File: src/sv/twap_pkg.sv
package twap_pkg;

  localparam int SAMPLE_W = 24;
  localparam int TIME_W   = 32;
  localparam int PEAK_W   = 23;
  localparam int SFILL_W  = 7;
  localparam int LFILL_W  = 11;
  localparam int DIVD_W   = 57;
  localparam int DIVS_W   = 32;
  localparam int ENTRY_W  = SAMPLE_W + TIME_W;

  localparam int SHORT_DEPTH_DEF = 64;
  localparam int LONG_DEPTH_DEF  = 1024;

  localparam int PADDR_W = 3;
  localparam int PDATA_W = 32;

  localparam logic [TIME_W-1:0] SHORT_WINDOW_RST = 32'd1000;
  localparam logic [TIME_W-1:0] LONG_WINDOW_RST  = 32'd60000;

  localparam logic REG_SHORT_WINDOW = 1'b0;
  localparam logic REG_LONG_WINDOW  = 1'b1;

endpackage

File: src/sv/twap_div.sv
module twap_div (
  input  logic                                 clk,
  input  logic                                 rst,
  input  logic                                 start,
  input  logic signed [twap_pkg::DIVD_W-1:0]   dividend,
  input  logic        [twap_pkg::DIVS_W-1:0]   divisor,
  output logic                                 busy,
  output logic signed [twap_pkg::SAMPLE_W-1:0] quot
);

  localparam int DW = twap_pkg::DIVD_W;
  localparam int SW = twap_pkg::DIVS_W;
  localparam int NW = $clog2(DW + 1);

  logic          running;
  logic [NW-1:0] steps;
  logic          neg;
  logic [DW-1:0] dq;
  logic [SW:0]   rem;
  logic [SW-1:0] dsr;
  logic [SW:0]   trial;
  logic          fits;
  logic [twap_pkg::SAMPLE_W-1:0] qmag;

  always_comb begin
    trial = {rem[SW-1:0], dq[DW-1]};
    fits  = (trial >= {1'b0, dsr});
    qmag  = dq[twap_pkg::SAMPLE_W-1:0];
    quot  = neg ? -$signed(qmag) : $signed(qmag);
  end

  always_ff @(posedge clk) begin
    if (rst) begin
      running <= 1'b0;
    end else if (start) begin
      running <= 1'b1;
      steps   <= NW'(DW);
      neg     <= dividend[DW-1];
      dq      <= dividend[DW-1] ? DW'(-dividend) : DW'(dividend);
      rem     <= '0;
      dsr     <= divisor;
    end else if (running) begin
      rem   <= fits ? trial - {1'b0, dsr} : trial;
      dq    <= {dq[DW-2:0], fits};
      steps <= steps - 1'b1;
      if (steps == NW'(1)) begin
        running <= 1'b0;
      end
    end
  end

  assign busy = running;

endmodule

File: config.mk
export PLATFORM = sky130hd
export DESIGN_NAME = twap_div
export DESIGN_NICKNAME = d
export VERILOG_FILES = /design/src/sv/twap_pkg.sv /design/src/sv/twap_div.sv
export SDC_FILE = /design/constraint.sdc
export NUM_CORES = 1
export LEC_CHECK = 0
export BUFFER_PORTS_ARGS = -buffer_cell sky130_fd_sc_hd__buf_2
export CAP_MARGIN = 25
export CORE_MARGIN = 4
export CORE_UTILIZATION = 59
export CTS_CLUSTER_DIAMETER = 60
export DETAILED_ROUTE_END_ITERATION = 10
export GPL_TIMING_DRIVEN = 0
export PLACE_DENSITY = 0.81
export SLEW_MARGIN = 20
export SYNTH_ARGS = -nofsm -noshare
export SYNTH_HDL_FRONTEND = slang
export SYNTH_SLANG_ARGS = --single-unit
File: constraint.sdc
create_clock -name clk -period 6.76 [get_ports clk]
set_input_delay 1.352 -clock clk [delete_from_list [all_inputs] [get_ports clk]]
set_output_delay 1.352 -clock clk [all_outputs]
set_load 0.01 [all_outputs]
==> impl_metrics.yaml <==
outcome:
  run_status: "finished clean"
route:
  route.final.wire_length_mm: 22.84
  wl_met3_mm: 1.759
  route.detailed.wl_per_inst_um: 17.98
  first_iter_violations: 707
  dr_total_vias: 7746
  route.layer.met1.wl_mm: 9.207
  drcViolationCount: 0
  met2WireLength_mm: 11.38
  drt-pass1-iter-count: 6
  top_layer_used: "met5"
  final_antenna_net_count: 0
  post_drt_via_cell_ratio: 6.099
clocking:
  cts_buffers: 17
  post_cts.resized_instances: 0
  buffer_levels_on_the_longest_clock_path: 2
  clock_pin_slew_reported_for_the_worst_setup_and_hold_paths_after_clock_tree_synthesis_ps: 60
  postCtsSetupBuffers: 0
  cts_max_level: 4
  tritoncts_num_sinks: 129
  cts.hold.buffers_added: 0
  tritoncts: "done"
  clock_insertion_delay_worst_skew_ps: 430
  ctsRootBufferMaster: "sky130_fd_sc_hd__clkbuf_16"
yosys:
  edff_count_synth: 128
  yosysWarningCount: 0
  synth.distinct_cells: 61
  netlist.area_leader.share: 0.4402
  syn_std_cell_area_mm2: 0.008732
  synth_seq_area_share: 0.4425
  synth.most_common_cell: "sky130_fd_sc_hd__edfxtp_1"
  async_reset_ff_frac: 0
  synthDominantAreaCellType: "sky130_fd_sc_hd__edfxtp_1"
  synth-main-ff-cell: "sky130_fd_sc_hd__edfxtp_1"
  synth_area_leaders: "sky130_fd_sc_hd__edfxtp_1 (44%), sky130_fd_sc_hd__a21oi_1 (6.2%), sky130_fd_sc_hd__xor2_1 (6.1%)"
  ys_seq_elements: 129
  synthesis.instances: 933
  synthTopCellsByCount: "sky130_fd_sc_hd__edfxtp_1 (128), sky130_fd_sc_hd__a21oi_1 (109), sky130_fd_sc_hd__nor2_1 (90), sky130_fd_sc_hd__nand2_1 (69), sky130_fd_sc_hd__xor2_1 (61)"
  syn-num-nets: 1062
  syn_avg_cell_area_um2: 9.359
finish:
  post_route_cells_drive_above_1_share: 0.1584
  nNetsFinal: 1202
  post_layout_nonfiller_instances: 1270
  antenna-diode-count: 0
  area_growth_pct: 18.11
  final_area_mm2: 0.01031
critical_path:
  regToRegSetupSlack_ps: 2780
  worst_flop_to_flop_path_startpoint: "rem[11]"
  cp-start-kind: "flop"
  critical_path_class: "flop to output port"
  crit_start: "dq[0]"
  r2r.worst_path.cells: 9
  timing.critical_path.arrival_ps: 3180
  crit_required_ps: 5410
  critical_path.reg2reg.endpoint: "rem[11]"
  worst_setup_path_end_kind: "output port"
  crit_path_max_fanout: 5
sta:
  tightestPinTransition_ps: 951.7
  fin_crit_ps: 4535
  layout_worst_path_cycle_share: 0.6709
  maxSlewViolCount: 0
  unrepaired_setup_endpoints_after_global_routing: "no"
  timing.max_slew.rel_slack: 0.3491
  finalClockSkew_ps: 9.644
  finalSetupViolations: 0
  final_hold_violation_count: 0
  clock.fmax_mhz: 220.5
power_and_ir_drop:
  power.clock.fraction: 0.369
  share_seq_of_total_power: 0.385
  power_report.internal_total_w: 0.001818
  netSwitchingFraction: 0.3031
  p_per_area_mw_per_mm2: 252.9
  power.ir.vdd_worst_uv: 202.4
  switchingPower_w: 0.0007907
  share_comb_of_total_power: 0.246
  power.static_leakage_nw: 4.017
die:
  standard_cell_rows: 44
  design.die.area_mm2: 0.01681
  num_io_pins: 117
  die_width_um: 129.7
  die-height_um: 129.7
  core_area_mm2: 0.01453
  start_util: 0.6008
placed_design:
  hpwlAfterDp_mm: 16.77
  number_of_buffer_cells_added_on_primary_ports: 116
  routability_driven_placement_congestion_ratio: 0.9351
  placed_area_mm2: 0.009696
  placed_cells_incl_taps: 1238
global_routing:
  grt_first_pass_wirelength_mm: 36.64
  grt_pass1_vias: 7495
  grt.overflow.total: 0
  grt_start_max_net_pins: 24
  antenna_found_initial: 2
  gr-usage-all-layers: 0.2776
worst_hold_path:
  hold-path-cell-count: 1
  hold_start: "steps[5]"
  worst_hold_path_type: "flop to flop"
  hold_end: "busy"
flow_run:
  cap_viol_max_count: 0
==> metal layers <==
| metal | vias up | global-route usage |
|---|---|---|
| met5 | - | 0 |
| met4 | 4 | 0.09535 |
| met3 | 47 | 0.07749 |
| met2 | 331 | 0.4765 |
| met1 | 3655 | 0.3368 |
| li1 | 3709 | - |
==> flip-flops by register name, summed over array words and instances (netlist names) <==
signal / flops
busy: 1
dq: 57
dsr: 32
neg: 1
rem: 32
steps: 6
==> placed cells by master, fill, tap and decap left out, types with 3 or more instances in the layout <==
cell type / synthesis / final
sky130_fd_sc_hd__a31oi_1: 4 / 4
sky130_fd_sc_hd__clkbuf_1: 41 / 41
sky130_fd_sc_hd__a211oi_1: 8 / 8
sky130_fd_sc_hd__or4_4: 3 / 3
sky130_fd_sc_hd__nor3_1: 25 / 25
sky130_fd_sc_hd__nor2b_1: 3 / 3
sky130_fd_sc_hd__bufinv_16: 0 / 3
sky130_fd_sc_hd__nand2b_1: 10 / 10
sky130_fd_sc_hd__a21o_1: 12 / 12
sky130_fd_sc_hd__nor2_1: 90 / 88
sky130_fd_sc_hd__o41ai_1: 12 / 12
sky130_fd_sc_hd__xor2_1: 61 / 61
sky130_fd_sc_hd__buf_1: 7 / 7
sky130_fd_sc_hd__nand4_1: 12 / 12
sky130_fd_sc_hd__nand2_1: 69 / 69
sky130_fd_sc_hd__a21oi_1: 109 / 109
sky130_fd_sc_hd__and2_1: 3 / 3
sky130_fd_sc_hd__o21a_1: 4 / 4
sky130_fd_sc_hd__o211ai_1: 5 / 5
sky130_fd_sc_hd__edfxtp_1: 128 / 128
sky130_fd_sc_hd__clkinv_4: 0 / 3
sky130_fd_sc_hd__mux2_2: 4 / 4
sky130_fd_sc_hd__nand3_1: 34 / 34
sky130_fd_sc_hd__inv_6: 0 / 4
sky130_fd_sc_hd__or4_1: 8 / 8
sky130_fd_sc_hd__o31ai_1: 27 / 27
sky130_fd_sc_hd__or3_1: 12 / 12
sky130_fd_sc_hd__ha_1: 36 / 36
sky130_fd_sc_hd__buf_2: 0 / 116
sky130_fd_sc_hd__clkbuf_16: 0 / 17
sky130_fd_sc_hd__xnor2_1: 45 / 45
sky130_fd_sc_hd__o21bai_1: 7 / 7
sky130_fd_sc_hd__inv_1: 48 / 48
sky130_fd_sc_hd__nor4_1: 7 / 7
sky130_fd_sc_hd__and3_1: 3 / 3
sky130_fd_sc_hd__clkinvlp_4: 0 / 3
sky130_fd_sc_hd__buf_16: 0 / 5
sky130_fd_sc_hd__o21ai_0: 57 / 57
sky130_fd_sc_hd__nand3b_1: 3 / 3
==> cell families (layout without fill, tap and decap cells) <==
logic type / count (synthesis) / count (layout) / synth area share
buf+inv: 98 / 251 / 0.04342
flops: 129 / 129 / 0.4425
mux: 6 / 6 / 0.008023
compound gates: 266 / 266 / 0.1858
xor+xnor: 106 / 106 / 0.1063
fa+ha+maj: 37 / 37 / 0.05388
simple gates: 291 / 291 / 0.1601
==> critical path: stages, from the launching register on <==
cell                       delay (ps)
sky130_fd_sc_hd__edfxtp_1         450
sky130_fd_sc_hd__or3_1            430
sky130_fd_sc_hd__or3b_2           510
sky130_fd_sc_hd__or3_1            400
sky130_fd_sc_hd__nor3_1           240
sky130_fd_sc_hd__nand2_1          140
sky130_fd_sc_hd__o31ai_1          270
sky130_fd_sc_hd__xnor2_1          160
sky130_fd_sc_hd__buf_2            150
==> metrics by stage <==
stage               setup TNS, ps  total power (W)  hold WS (ps)  setup WS [ps]    util
floorplan                       0         0.001453         499.3          460.7       -
global placement          -151370         0.001627         511.9          -1744  0.6566
detailed placement              0         0.001646         530.3           2170  0.6671
CTS                             0         0.002613         544.2           2252  0.7096
global route                    0         0.002731         573.7           2079  0.7096
finish                          0         0.002609         539.1           2225  0.7096
==> power by group through the flow <==
stage | logic, W | registers [W] | clock network, W
floorplan | 0.000440 | 0.00101 | 0
global placement | 0.000603 | 0.00102 | 0
detailed placement | 0.000628 | 0.00102 | 0
CTS | 0.000637 | 0.00100 | 0.000972
global route | 0.000710 | 0.00101 | 0.00101
finish | 0.000643 | 0.00100 | 0.000962
==> worst max-delay path by stage <==
stage	to	cells after the start	slack, ps
after detailed placement	dq[51]	10	2170
after global placement	busy	5	-1740
after global routing	quot[21]	8	2080
after floorplan	busy	4	460
after CTS	quot[21]	8	2250
final	quot[21]	8	2230
==> layout make-up <==
cell class	count	area (um2)
plain buffers	50	198.9
repair buffers	121	718.2
clock inverters	14	178.9
flip-flops and latches	129	3864
multi-input cells	706	4504
fillers	1133	4220
well taps	184	230.2
inverters	48	180.2
clock buffers	18	439.2
(Power assumes the default switching activity.)
